[config.mk]
export PLATFORM = sky130hd
export DESIGN_NAME = layer_reflectivity_and_traveltime
export DESIGN_NICKNAME = d
export VERILOG_FILES = /design/src/lrt_pkg.sv /design/src/lrt_mul.sv /design/src/lrt_div.sv /design/src/layer_reflectivity_and_traveltime.sv
export SDC_FILE = /design/constraint.sdc
export NUM_CORES = 2
export LEC_CHECK = 0
export BUFFER_PORTS_ARGS = -buffer_cell sky130_fd_sc_hd__buf_4
export CAP_MARGIN = 20
export CORE_ASPECT_RATIO = 0.75
export CORE_MARGIN = 4
export CORE_UTILIZATION = 55
export CTS_BUF_LIST = sky130_fd_sc_hd__clkbuf_16
export CTS_CLUSTER_DIAMETER = 60
export DETAILED_ROUTE_END_ITERATION = 16
export PLACE_DENSITY = 0.68
export SLEW_MARGIN = 20
export SYNTH_ARGS = -nofsm -noshare
export SYNTH_HDL_FRONTEND = slang
export SYNTH_HIERARCHICAL = 1
export SYNTH_SLANG_ARGS = --single-unit
[constraint.sdc]
create_clock -name clock -period 26.8 [get_ports clock]
set_clock_uncertainty 0.05 [all_clocks]
set_input_delay 0 -clock clock [delete_from_list [all_inputs] [get_ports clock]]
set_output_delay 0 -clock clock [all_outputs]
set_load 0.05 [all_outputs]
[src/lrt_pkg.sv]
// Shared widths, status codes and divider types for the layer reflectivity block.
package lrt_pkg;
   localparam int unsigned FIELD_W = 14;
   localparam int unsigned DEPTH_W = 16;
   localparam int unsigned TIME_W = 32;
   localparam int unsigned COEF_W = 21;
   localparam int unsigned STATUS_W = 2;
   localparam int unsigned MUL_X_W = 32;
   localparam int unsigned MUL_Y_W = 16;
   localparam int unsigned PROD_W = MUL_X_W + MUL_Y_W;
   localparam int unsigned DVD_W = 66;
   localparam int unsigned DVS_W = 46;
   localparam int unsigned DIV_CNT_W = 7;

   localparam logic [STATUS_W-1:0] STATUS_OK = 2'd0;
   localparam logic [STATUS_W-1:0] STATUS_ZERO_DIV = 2'd1;
   localparam logic [STATUS_W-1:0] STATUS_SAT = 2'd2;

   typedef struct packed {
      logic start;
      logic [DVD_W-1:0] dividend;
      logic [DVS_W-1:0] divisor;
   } div_req_type;

   typedef struct packed {
      logic done;
      logic [DVD_W-1:0] quotient;
   } div_rsp_type;
endpackage

[src/lrt_mul.sv]
// Shared signed multiplier with a registered product.
module lrt_mul (
   input  logic clock,
   input  logic signed [lrt_pkg::MUL_X_W-1:0] mul_x,
   input  logic signed [lrt_pkg::MUL_Y_W-1:0] mul_y,
   output logic signed [lrt_pkg::PROD_W-1:0] prod_ff
);
   always_ff @(posedge clock) begin
      prod_ff <= lrt_pkg::PROD_W'(mul_x * mul_y);
   end
endmodule

[src/lrt_div.sv]
// Restoring radix-2 divider, one quotient bit per cycle.
module lrt_div (
   input  logic clock,
   input  logic reset,
   input  lrt_pkg::div_req_type div_req,
   output lrt_pkg::div_rsp_type div_rsp
);
   logic [lrt_pkg::DVS_W-1:0] rem_ff;
   logic [lrt_pkg::DVD_W-1:0] dvd_ff;
   logic [lrt_pkg::DVD_W-1:0] quo_ff;
   logic [lrt_pkg::DVS_W-1:0] dvs_ff;
   logic [lrt_pkg::DIV_CNT_W-1:0] cnt_ff;
   logic busy_ff;
   logic done_ff;
   logic [lrt_pkg::DVS_W:0] trial;
   logic ge;

   assign trial = {rem_ff, dvd_ff[lrt_pkg::DVD_W-1]};
   assign ge = trial >= {1'b0, dvs_ff};

   always_ff @(posedge clock) begin
      if (reset) begin
         busy_ff <= 1'b0;
         done_ff <= 1'b0;
         cnt_ff <= '0;
      end else begin
         done_ff <= 1'b0;
         if (div_req.start) begin
            busy_ff <= 1'b1;
            cnt_ff <= lrt_pkg::DIV_CNT_W'(lrt_pkg::DVD_W);
         end else if (busy_ff) begin
            cnt_ff <= cnt_ff - 1'b1;
            if (cnt_ff == lrt_pkg::DIV_CNT_W'(1)) begin
               busy_ff <= 1'b0;
               done_ff <= 1'b1;
            end
         end
      end
   end

   always_ff @(posedge clock) begin
      if (div_req.start) begin
         rem_ff <= '0;
         dvd_ff <= div_req.dividend;
         dvs_ff <= div_req.divisor;
         quo_ff <= '0;
      end else if (busy_ff) begin
         rem_ff <= ge ? lrt_pkg::DVS_W'(trial - {1'b0, dvs_ff}) : trial[lrt_pkg::DVS_W-1:0];
         dvd_ff <= {dvd_ff[lrt_pkg::DVD_W-2:0], 1'b0};
         quo_ff <= {quo_ff[lrt_pkg::DVD_W-2:0], ge};
      end
   end

   assign div_rsp.done = done_ff;
   assign div_rsp.quotient = quo_ff;
endmodule

[src/layer_reflectivity_and_traveltime.sv]
// Top level: layer sequencer for traveltime sums and linearized reflectivity.
// A trace-start layer, or the first layer after reset, gives no word; any other layer runs
// 11 multiplier steps, six divisions on the 66-step divider (each skipped when its velocity
// or contrast sum is zero) and a final step; layers are taken one at a time, only when idle.
// Reset is synchronous and active high; it clears the layer above, both time sums
// and the handshakes, and sets depth_ff to 16.
module layer_reflectivity_and_traveltime (
   input  logic clock,
   input  logic reset,
   input  logic req_valid,
   output logic req_ready,
   input  logic [13:0] req_p_velocity,
   input  logic [13:0] req_s_velocity,
   input  logic [13:0] req_density,
   input  logic req_trace_start,
   output logic rsp_valid,
   input  logic rsp_ready,
   output logic [31:0] rsp_pp_time,
   output logic [31:0] rsp_ps_time,
   output logic signed [20:0] rsp_pp_intercept,
   output logic signed [20:0] rsp_pp_gradient,
   output logic signed [20:0] rsp_ps_gradient,
   output logic [1:0] rsp_status,
   input  logic csr_wr_en,
   input  logic [15:0] csr_wr_data
);
   // Multiplier steps. Each product is registered in the multiplier, then stored in mres_ff.
   localparam logic [3:0] M_AR = 4'd0;    // A*R
   localparam logic [3:0] M_ADR = 4'd1;   // Ad*R
   localparam logic [3:0] M_RDA = 4'd2;   // Rd*A
   localparam logic [3:0] M_BDB = 4'd3;   // Bd*B
   localparam logic [3:0] M_RDB = 4'd4;   // Rd*B
   localparam logic [3:0] M_ADAR = 4'd5;  // Ad*A*R
   localparam logic [3:0] M_BDBR = 4'd6;  // Bd*B*R
   localparam logic [3:0] M_RDBB = 4'd7;  // Rd*B*B
   localparam logic [3:0] M_AAR = 4'd8;   // A*A*R
   localparam logic [3:0] M_BDR = 4'd9;   // Bd*R
   localparam logic [3:0] M_LAST = 4'd10;

   // Division slots: three time quotients, then three coefficients.
   localparam logic [2:0] D_PP = 3'd0;
   localparam logic [2:0] D_PS_A = 3'd1;
   localparam logic [2:0] D_PS_B = 3'd2;
   localparam logic [2:0] D_INTERCEPT = 3'd3;
   localparam logic [2:0] D_PP_GRAD = 3'd4;
   localparam logic [2:0] D_PS_GRAD = 3'd5;

   typedef enum logic [2:0] {
      ST_IDLE, ST_MUL, ST_DSTART, ST_DWAIT, ST_FIN
   } state_type;

   typedef struct packed {
      logic sat;
      logic [20:0] value;
   } coef_type;

   state_type state_ff;
   logic [15:0] depth_ff;
   logic [13:0] a1_ff, b1_ff, r1_ff, a2_ff, b2_ff, r2_ff;
   logic have_upper_ff;
   logic [31:0] pp_sum_ff, ps_sum_ff;
   logic [3:0] mstep_ff;
   logic [2:0] didx_ff;
   logic signed [47:0] mres_ff [10];
   logic [65:0] q_ff [6];
   logic [2:0] neg_ff;

   logic signed [15:0] sum_a, sum_b, sum_r, dif_a, dif_b, dif_r;
   logic signed [31:0] mul_x;
   logic signed [15:0] mul_y;
   logic signed [47:0] prod;
   lrt_pkg::div_req_type div_req;
   lrt_pkg::div_rsp_type div_rsp;
   logic coef_zero, time_skip, skip;
   logic signed [49:0] num;
   logic [49:0] mag;
   logic [45:0] den;

   logic [32:0] pp_add;
   logic [66:0] ps_inc;
   logic [67:0] ps_add;
   logic pp_sat, ps_sat, zero_any;
   logic [31:0] pp_new, ps_new;
   coef_type c_int, c_ppg, c_psg;
   logic load_rsp;

   // Sums and differences of the two layers, all non-overflowing in 16 bits.
   assign sum_a = 16'(a2_ff) + 16'(a1_ff);
   assign sum_b = 16'(b2_ff) + 16'(b1_ff);
   assign sum_r = 16'(r2_ff) + 16'(r1_ff);
   assign dif_a = 16'(a2_ff) - 16'(a1_ff);
   assign dif_b = 16'(b2_ff) - 16'(b1_ff);
   assign dif_r = 16'(r2_ff) - 16'(r1_ff);

   always_comb begin
      mul_x = '0;
      mul_y = '0;
      case (mstep_ff)
         M_AR: begin mul_x = 32'(sum_a); mul_y = sum_r; end
         M_ADR: begin mul_x = 32'(dif_a); mul_y = sum_r; end
         M_RDA: begin mul_x = 32'(dif_r); mul_y = sum_a; end
         M_BDB: begin mul_x = 32'(dif_b); mul_y = sum_b; end
         M_RDB: begin mul_x = 32'(dif_r); mul_y = sum_b; end
         M_ADAR: begin mul_x = 32'(mres_ff[M_AR]); mul_y = dif_a; end
         M_BDBR: begin mul_x = 32'(mres_ff[M_BDB]); mul_y = sum_r; end
         M_RDBB: begin mul_x = 32'(mres_ff[M_RDB]); mul_y = sum_b; end
         M_AAR: begin mul_x = 32'(mres_ff[M_AR]); mul_y = sum_a; end
         M_BDR: begin mul_x = 32'(dif_b); mul_y = sum_r; end
         default: begin mul_x = '0; mul_y = '0; end
      endcase
   end

   lrt_mul u_mul (.clock(clock), .mul_x(mul_x), .mul_y(mul_y), .prod_ff(prod));

   assign coef_zero = (sum_a == 16'sd0) || (sum_b == 16'sd0) || (sum_r == 16'sd0);

   // Numerators and denominators of the three contrast fractions.
   always_comb begin
      num = '0;
      den = '0;
      case (didx_ff)
         D_INTERCEPT: begin
            num = 50'(mres_ff[M_ADR]) + 50'(mres_ff[M_RDA]);
            den = 46'(mres_ff[M_AR]);
         end
         D_PP_GRAD: begin
            num = 50'(mres_ff[M_ADAR]) - (50'(mres_ff[M_BDBR]) <<< 3)
                  - (50'(mres_ff[M_RDBB]) <<< 2);
            den = 46'(mres_ff[M_AAR]);
         end
         D_PS_GRAD: begin
            num = (50'(mres_ff[M_BDR]) <<< 2) + 50'(mres_ff[M_RDA])
                  + (50'(mres_ff[M_RDB]) <<< 1);
            den = 46'(mres_ff[M_AR]);
         end
         default: begin num = '0; den = '0; end
      endcase
   end
   assign mag = num[49] ? 50'(-num) : 50'(num);

   always_comb begin
      div_req.dividend = '0;
      div_req.divisor = '0;
      time_skip = 1'b0;
      case (didx_ff)
         D_PP: begin
            div_req.dividend = 66'({depth_ff, 21'd0}) + 66'(a1_ff >> 1);
            div_req.divisor = 46'(a1_ff);
            time_skip = (a1_ff == '0);
         end
         D_PS_A: begin
            div_req.dividend = 66'({depth_ff, 20'd0}) + 66'(a1_ff >> 1);
            div_req.divisor = 46'(a1_ff);
            time_skip = (a1_ff == '0);
         end
         D_PS_B: begin
            div_req.dividend = 66'({depth_ff, 20'd0}) + 66'(b1_ff >> 1);
            div_req.divisor = 46'(b1_ff);
            time_skip = (b1_ff == '0);
         end
         default: begin
            div_req.dividend = {mag[49:0], 16'd0} + 66'(den >> 1);
            div_req.divisor = den;
         end
      endcase
      skip = (didx_ff >= D_INTERCEPT) ? coef_zero : time_skip;
      div_req.start = (state_ff == ST_DSTART) && !skip;
   end

   lrt_div u_div (.clock(clock), .reset(reset), .div_req(div_req), .div_rsp(div_rsp));

   // Rounded magnitude to signed Q4.16 with clamping.
   function automatic coef_type to_coef(input logic [65:0] quot, input logic neg);
      coef_type c;
      if (neg) begin
         c.sat = quot > 66'd1048576;
         c.value = c.sat ? 21'h100000 : 21'(-quot[20:0]);
      end else begin
         c.sat = quot > 66'd1048575;
         c.value = c.sat ? 21'h0FFFFF : quot[20:0];
      end
      return c;
   endfunction

   // Time sums saturate at all ones; a zero velocity above leaves an all-ones quotient.
   always_comb begin
      pp_add = 33'(pp_sum_ff) + 33'(q_ff[D_PP][31:0]);
      pp_sat = (q_ff[D_PP][65:32] != '0) || pp_add[32];
      pp_new = pp_sat ? '1 : pp_add[31:0];
      ps_inc = 67'(q_ff[D_PS_A]) + 67'(q_ff[D_PS_B]);
      ps_add = 68'(ps_sum_ff) + 68'(ps_inc[31:0]);
      ps_sat = (ps_inc[66:32] != '0) || ps_add[32];
      ps_new = ps_sat ? '1 : ps_add[31:0];
      c_int = to_coef(q_ff[D_INTERCEPT], neg_ff[0]);
      c_ppg = to_coef(q_ff[D_PP_GRAD], neg_ff[1]);
      c_psg = to_coef(q_ff[D_PS_GRAD], neg_ff[2]);
      if (coef_zero) begin
         c_int = '0;
         c_ppg = '0;
         c_psg = '0;
      end
      zero_any = coef_zero || (a1_ff == '0) || (b1_ff == '0);
   end

   // The result word lives in its own output register. The sequencer only waits
   // in ST_FIN when the word before is still unread, so a new layer can be taken
   // while a word waits.
   assign load_rsp = (state_ff == ST_FIN) && (!rsp_valid || rsp_ready);

   always_ff @(posedge clock) begin
      if (reset) begin
         state_ff <= ST_IDLE;
         depth_ff <= 16'd16;
         have_upper_ff <= 1'b0;
         a1_ff <= '0;
         b1_ff <= '0;
         r1_ff <= '0;
         pp_sum_ff <= '0;
         ps_sum_ff <= '0;
         mstep_ff <= '0;
         didx_ff <= '0;
         rsp_valid <= 1'b0;
      end else begin
         if (csr_wr_en) begin
            depth_ff <= csr_wr_data;
         end
         if (load_rsp) begin
            rsp_valid <= 1'b1;
         end else if (rsp_ready) begin
            rsp_valid <= 1'b0;
         end
         case (state_ff)
            ST_IDLE: begin
               if (req_valid) begin
                  a2_ff <= req_p_velocity;
                  b2_ff <= req_s_velocity;
                  r2_ff <= req_density;
                  if (req_trace_start || !have_upper_ff) begin
                     // New trace: this layer becomes the layer above.
                     a1_ff <= req_p_velocity;
                     b1_ff <= req_s_velocity;
                     r1_ff <= req_density;
                     pp_sum_ff <= '0;
                     ps_sum_ff <= '0;
                     have_upper_ff <= 1'b1;
                  end else begin
                     mstep_ff <= '0;
                     state_ff <= ST_MUL;
                  end
               end
            end
            ST_MUL: begin
               if (mstep_ff != M_AR) begin
                  mres_ff[mstep_ff - 4'd1] <= prod;
               end
               mstep_ff <= mstep_ff + 4'd1;
               if (mstep_ff == M_LAST) begin
                  didx_ff <= D_PP;
                  state_ff <= ST_DSTART;
               end
            end
            ST_DSTART: begin
               if (didx_ff >= D_INTERCEPT) begin
                  neg_ff[2'(didx_ff - D_INTERCEPT)] <= num[49];
               end
               if (skip) begin
                  q_ff[didx_ff] <= '1;
                  didx_ff <= didx_ff + 3'd1;
                  state_ff <= (didx_ff == D_PS_GRAD) ? ST_FIN : ST_DSTART;
               end else begin
                  state_ff <= ST_DWAIT;
               end
            end
            ST_DWAIT: begin
               if (div_rsp.done) begin
                  q_ff[didx_ff] <= div_rsp.quotient;
                  didx_ff <= didx_ff + 3'd1;
                  state_ff <= (didx_ff == D_PS_GRAD) ? ST_FIN : ST_DSTART;
               end
            end
            ST_FIN: begin
               if (load_rsp) begin
                  pp_sum_ff <= pp_new;
                  ps_sum_ff <= ps_new;
                  a1_ff <= a2_ff;
                  b1_ff <= b2_ff;
                  r1_ff <= r2_ff;
                  rsp_pp_time <= pp_new;
                  rsp_ps_time <= ps_new;
                  rsp_pp_intercept <= c_int.value;
                  rsp_pp_gradient <= c_ppg.value;
                  rsp_ps_gradient <= c_psg.value;
                  if (zero_any) begin
                     rsp_status <= lrt_pkg::STATUS_ZERO_DIV;
                  end else if (pp_sat || ps_sat || c_int.sat || c_ppg.sat || c_psg.sat) begin
                     rsp_status <= lrt_pkg::STATUS_SAT;
                  end else begin
                     rsp_status <= lrt_pkg::STATUS_OK;
                  end
                  state_ff <= ST_IDLE;
               end
            end
            default: begin
               state_ff <= ST_IDLE;
            end
         endcase
      end
   end

   assign req_ready = (state_ff == ST_IDLE);
endmodule

== Yosys cells after proc, flatten, opt, wreduce, memory -nomap -nowiden ==
Memory sizes are Yosys's and may differ from the RTL's.
Index checks and enable logic that the tools add are counted.

* Equality and inequality tests: 27
* Multiplexer cells: 83
* Multipliers: 1
* Bitwise operators: 3
* Magnitude comparators: 10
* Add/sub/neg operators: 28
* Reductions and logical operators: 52

{| class="wikitable"
|+ Operators with widths
! cell !! count
|-
| 112-bit case mux with 3 select lines || 1
|-
| 32-bit case mux with 7 select lines || 1
|-
| 66-bit by 20-bit greater-than comparator with 1-bit output, second input constant || 3
|-
| 66-bit by 21-bit greater-than comparator with 1-bit output, second input constant || 3
|-
| 66-bit two-way mux || 3
|-
| 32-bit two-way mux || 6
|-
| 50-bit case mux with 3 select lines || 1
|-
| 22-bit two-way mux || 6
|-
| 32-bit case mux with 2 select lines || 2
|-
| 14-bit two-way mux || 9
|-
| 21-bit two-way mux || 6
|-
| 46-bit case mux with 2 select lines || 1
|-
| 14-bit case mux with 2 select lines || 3
|-
| 36-bit by 13-bit adder with 37-bit output || 2
|-
| 66-bit by 66-bit adder with 67-bit output || 1
|-
| 32-bit by 32-bit adder with 33-bit output || 2
|-
| 66-bit by 45-bit adder with 66-bit output || 1
|-
| 16-bit case mux with 4 select lines || 1
|-
| 21-bit negator || 3
|-
| 50-bit by 48-bit adder with 50-bit output || 1
|-
| 50-bit by 49-bit adder with 50-bit output || 1
|-
| 50-bit two-way mux || 1
|-
| 50-bit negator || 1
|-
| 48-bit by 50-bit subtractor with 50-bit output || 1
|-
| other kinds (58) || 144
|}

* Input port bits: 64
* Output and inout port bits: 131
* Memories: 2
* Bits in writable memories: 876
* Register bits after elaboration: 589
* Logic and storage cells: 236

{| class="wikitable"
|+ Memory list
! memory !! words !! width !! rd ports !! clocked after memory_dff !! wr ports !! line !! source
|-
| mres_ff || 10 || 48 || 10 || 0 || 1 || layer_reflectivity_and_traveltime.sv:64 || <nowiki>logic signed [47:0] mres_ff [10];</nowiki>
|-
| q_ff || 6 || 66 || 6 || 0 || 1 || layer_reflectivity_and_traveltime.sv:65 || <nowiki>logic [65:0] q_ff [6];</nowiki>
|}

== Depth between registers and ports, before layout ==
* Word-level depth: 10
* Gate-level depth with buffers: 47
* Depth with buffers taken out: 44

== Hierarchy ==
The synthesis kept the hierarchy.

{| class="wikitable"
|+ Modules (own cells, without submodules)
! module !! cells an instance !! times used !! seq. area each (µm²) !! area each (µm²)
|-
| layer_reflectivity_and_traveltime || 6247 || 1 || 33582.2 || 67787.5
|-
| lrt_mul || 2088 || 1 || 960.9 || 18853.1
|-
| lrt_div || 1149 || 1 || 5785.5 || 11817.6
|}

== Worst setup path after synthesis ==
OpenSTA, ideal clock, no wires.

* Kind: register to register
* Start point: register a2_ff[0]
* End point: register u_mul/prod_ff[45] (netlist name)
* Stages on the path, launching flop included: 44
* Required time: 26.627 ns
* Setup time: 0.123 ns
* Path buffers: 4
* Period minus slack after synthesis: 9.134 ns
* Path slack: 17.666 ns
* Arrival: 8.961 ns
* Cell sequence: edfxtp_1 > inv_1 > ha_1 > inv_1 > fa_1 > a21o_1 > a21oi_1 > o21ai_0 > a21oi_1 > o21ai_0 > a21oi_1 > o21ai_0 > a21oi_1 > o21bai_1 > a21oi_1 > nor2b_1 > o21ai_0 > nand2b_1 > [8 not listed] > fa_1 > inv_1 > fa_1 > fa_1 > inv_1 > fa_1 > inv_1 > ha_1 > buf_2 > a21oi_1 > o21ai_0 > o21ai_1 > a21oi_2 > o41ai_4 > o21bai_2 > a21oi_2 > o21ai_1 > xor2_1

* Word-level cells in the longest chain between the ends: 3
* Elaborated cells between the ends (all ways): 5
* Classes of those cells: 2 x add/sub; 1 x mul; 2 x mux

{| class="wikitable"
|+ RTL lines
! what !! line !! source
|-
| from (decl) || layer_reflectivity_and_traveltime.sv:59 || <nowiki>logic [13:0] a1_ff, b1_ff, r1_ff, a2_ff, b2_ff, r2_ff;</nowiki>
|-
| from (signal assigned) || layer_reflectivity_and_traveltime.sv:235 || <nowiki>a2_ff <= req_p_velocity;</nowiki>
|-
| 14-bit by 14-bit subtractor with 15-bit output || layer_reflectivity_and_traveltime.sv:91 || <nowiki>assign dif_a = 16'(a2_ff) - 16'(a1_ff);</nowiki>
|-
| 32-bit case mux with 7 select lines || layer_reflectivity_and_traveltime.sv:98 || <nowiki>case (mstep_ff)</nowiki>
|-
| via mul_x[16] || layer_reflectivity_and_traveltime.sv:69 || <nowiki>logic signed [31:0] mul_x;</nowiki>
|-
| 32-bit by 16-bit multiplier with 48-bit output || lrt_mul.sv:9 || <nowiki>prod_ff <= lrt_pkg::PROD_W'(mul_x * mul_y);</nowiki>
|-
| to (signal assigned) || lrt_mul.sv:9 ||
|-
| to (decl) || lrt_mul.sv:6 || <nowiki>output logic signed [lrt_pkg::PROD_W-1:0] prod_ff</nowiki>
|}

The timed path passes the listed nets, and every way through them passes these cells.
A chain may end at the register's enable or synchronous reset.

== Final worst setup path ==
* Start point: register r2_ff[0]
* End point: register u_mul/prod_ff[47] (netlist name)

* Word-level cells in the longest chain between the ends: 3
* Elaborated cells between the ends (all ways): 5
* Classes of those cells: 2 x add/sub; 1 x mul; 2 x mux

{| class="wikitable"
|+ RTL lines
! what !! line !! source
|-
| from (decl) || layer_reflectivity_and_traveltime.sv:59 ||
|-
| from (signal assigned) || layer_reflectivity_and_traveltime.sv:237 || <nowiki>r2_ff <= req_density;</nowiki>
|-
| 14-bit by 14-bit subtractor with 15-bit output || layer_reflectivity_and_traveltime.sv:93 || <nowiki>assign dif_r = 16'(r2_ff) - 16'(r1_ff);</nowiki>
|-
| 32-bit case mux with 7 select lines || layer_reflectivity_and_traveltime.sv:98 ||
|-
| via mul_x[16] || layer_reflectivity_and_traveltime.sv:69 ||
|-
| 32-bit by 16-bit multiplier with 48-bit output || lrt_mul.sv:9 ||
|}

The timed path passes the listed nets, and every way through them passes these cells.

==> results.md <==
- Data required, critical path: about 27 ns
- Hold Crit Depth: 4
- Setup TNS: 0 ns
- Ys Warns: 6
- DIE HEIGHT: 374 µm
- Dpl cells: around 12000
- Clock sinks: about 1400
- Max Slew Vio Count: 0
- Syn nets: ~11000
- Period minus WS final: 10.76 ns
- Core box area: 0.178 mm²
- Layout net count: about 11000
- Initial antenna violation count: 15
- Most frequent cells in the layout: edfxtp_1 (1141), inv_1 (960), nand2_1 (817)
- I/O Buffers: around 190
- Synth top area cells: edfxtp_1 (35%), fa_1 (12%), ha_1 (7.2%)
- Grt ovf: 0
- Most Frequent Cell on Critical Path: fa_1
- Cts bufs inserted: between 100 and 150
- Worst-skew pair later-pin latency: 0.81 ns
- Cells after synthesis: between 9000 and 10000
- Most used DFF post-synth: edfxtp_1
- Max Clock Freq: 0.0929 GHz
- Layout cell share with drive strength beyond 1: 7.60%
- Worst-path clk slew: ~0.07 ns
- Reg2reg path depth: 40
- Clock tree buffer depth: 3
- CP endpoint kind: register
- CTS H-tree lvls: 4
- Post-synth ARST share: 0%
- Clock root buffer master: clkbuf_16
- Crit path max fanout: 18
- Sequential-to-total area share from yosys stat: 41.0%
- Die area: about 0.19 mm²
- Status: finished, final reports clean
- Crit. Startpoint: r2_ff[0]
- Final hold vios: 0
- Non-filler cells, final: 12200
- First-pass GRT wire length: approximately 450000 µm
- Worst setup SP type: register
- Most common cell after layout, fill and taps aside: edfxtp_1
- GPL Wtd Cong: 0.986
- Reg2Reg Capture Point: u_mul/prod_ff[47]
- Hold Path Class: in2reg
- Initial Util: a little under three fifths
- Synth area leader: edfxtp_1
- Relative slew slack: 22.6%
- TritonCTS clock tree: done
- Drt total wl: 297000 µm
- GRT Overall Usage: about a third
- R2r setup slk: roughly 16 ns
- # setup viols final: 0
- Worst Max-Slew Pin Slew: 1.13 ns
- # IOs: about 200
- Largest net degree at the start of global routing: between 80 and 90
- Critical path class: reg2reg
- WL/cell: roughly 24 µm
- Met2 usage: a little over two fifths
- Cts repair resizes: 0
- Post-CTS Setup Repair Bufs: 0
- Vias in the first global route: 71900
- Crit path to: u_mul/prod_ff[47]
- Routed via count: ~76000
- RSZ-0062 raised after global routing: false
- Final ANT Viol Nets: 0
- Syn_area_per_cell: 10.4 µm²
- Post-synth EDFFs: between 1000 and 1500
- Met3 usage in global routing: ~8%
- Post-DP HPWL: ~220000 µm
- DRC viols: 0
- Post-synth top area share: around a third
- Synth unique cells: around 120
- DR pass1 iterations: 7
- Met1 GRT Util: 50.3%
- Number of synthesized register bits: about 1400
- FP Rows: roughly 130
- Cell Area, Synth: between 0.09 and 0.1 mm²
- Iteration-0 DRC Markers: 8970
- Arrival time worst endpoint: 11.37 ns
- Worst r2r src: r2_ff[0]
- Fillers: about 15000
- Vias/cell: 6.21
- Max-cap violations: 0
- Crit share post-route: 40.1%
- Synthesis-to-finish area growth: 10.5%
- GR peak layer: met1
- Crit-path max cell delay: around 0.85 ns
- Critical-path top delay cell: o311a_1
- Die Span X: just under 500 µm
[logic make-up (layout without fill, tap and decap cells)]
kind of cell    after synthesis  count (layout)  synth area share, %
mux                         202             202                 2.15
xor+xnor                    396             396                 3.52
fa+ha+maj                  1160            1160                 19.3
buf+inv                    1354            1656                 5.27
flops                      1444            1444                 41.0
compound gates             2150            2150                 14.9
other cells                   0               9                    0
simple gates               2778            2778                 14.0
[cell usage after synthesis, types with 87 or more instances]
library cell and count:
nand3_1 152, clkbuf_1 340, ha_1 568, nor2_1 632
nand2_1 817, xor2_1 155, nor3_1 120, o21ai_0 376
inv_1 930, dfxtp_1 303, a22o_1 99, xnor2_1 241
edfxtp_1 1141, a21o_1 155, and2_1 284, nor2b_1 98
o21bai_1 87, mux2i_1 128, nand2b_1 168, or3_1 94
a21oi_1 551, nand4_1 109, fa_1 592
[per-stage QoR]
| step | instance area, µm² | worst slack [ns] | hold slack, ns | util, % |
|---|---|---|---|---|
| after floorplan | 98500 | 17.67 | 0.0191 | - |
| after global placement | 102000 | 16.47 | 0.140 | 57.5 |
| after detailed placement | 102000 | 16.19 | 0.141 | 57.5 |
| after CTS | 109000 | 16.11 | 0.00176 | 61.1 |
| after global routing | 109000 | 15.30 | 0.00183 | 61.1 |
| final | 109000 | 16.04 | 0.0425 | 61.1 |
[registers in the layout, indices dropped and copies added, names as in the netlist, 4 cells and up]
register	flops
mres_ff	459
q_ff	396
u_div/dvd_ff	66
u_div/quo_ff	66
u_mul/prod_ff	48
u_div/dvs_ff	46
u_div/rem_ff	46
pp_sum_ff	32
ps_sum_ff	32
rsp_pp_time	32
rsp_ps_time	32
rsp_pp_gradient	21
rsp_pp_intercept	21
rsp_ps_gradient	21
depth_ff	16
a1_ff	14
a2_ff	14
b1_ff	14
b2_ff	14
r1_ff	14
r2_ff	14
u_div/cnt_ff	7
mstep_ff	4
[what timing repair did]
item	CTS	global route
endpoints found under the setup margin	0	0
hold endpoints to repair	163	0
hold buffers	148	0
[worst min-delay path by stage]
stage | startpoint | to | slack (ns)
after floorplan | reset | u_div/cnt_ff[1] | 0.02
after global placement | req_density[4] | r2_ff[4] | 0.14
after detailed placement | req_p_velocity[5] | a2_ff[5] | 0.14
after CTS | req_p_velocity[13] | a2_ff[13] | 0.002
after global routing | req_s_velocity[8] | b2_ff[8] | 0.002
final | req_s_velocity[0] | b1_ff[0] | 0.04
[metal layers]
layer / up-vias / share of wire, %
li1: 34100 / -
met1: 37600 / 47
met2: 3565 / 40
met3: 375 / 11
met4: 2 / 1.8
met5: - / 0.0044
[final cells by class]
cell class / instances / area, µm² / share of cell area (%)
multi-input cells: 6686 / 53200 / 48.9
flip-flops and latches: 1444 / 40300 / 37.1
repair buffers: 446 / 3740 / 3.44
clock buffers: 149 / 3730 / 3.43
inverters: 931 / 3490 / 3.21
well taps: 2380 / 2980 / 2.74
clock inverters: 130 / 1240 / 1.14
diodes: 9 / 22.5 / 0.0207
[critical path: cells and delay by family, from the launching register on]
kind / cells / cell delay (ns)
AOI/OAI and AO/OA: 17 / 3.95
xor gates and xnor gates: 1 / 0.12
adders and majority gates: 9 / 3.98
buffers and inverters: 5 / 0.26
DFF: 1 / 0.38
and+or+nand+nor: 8 / 1.86
Power is left out: the tool's default activity adds up to more than one toggle a clock period on the data nets, which glitch-free logic cannot reach.
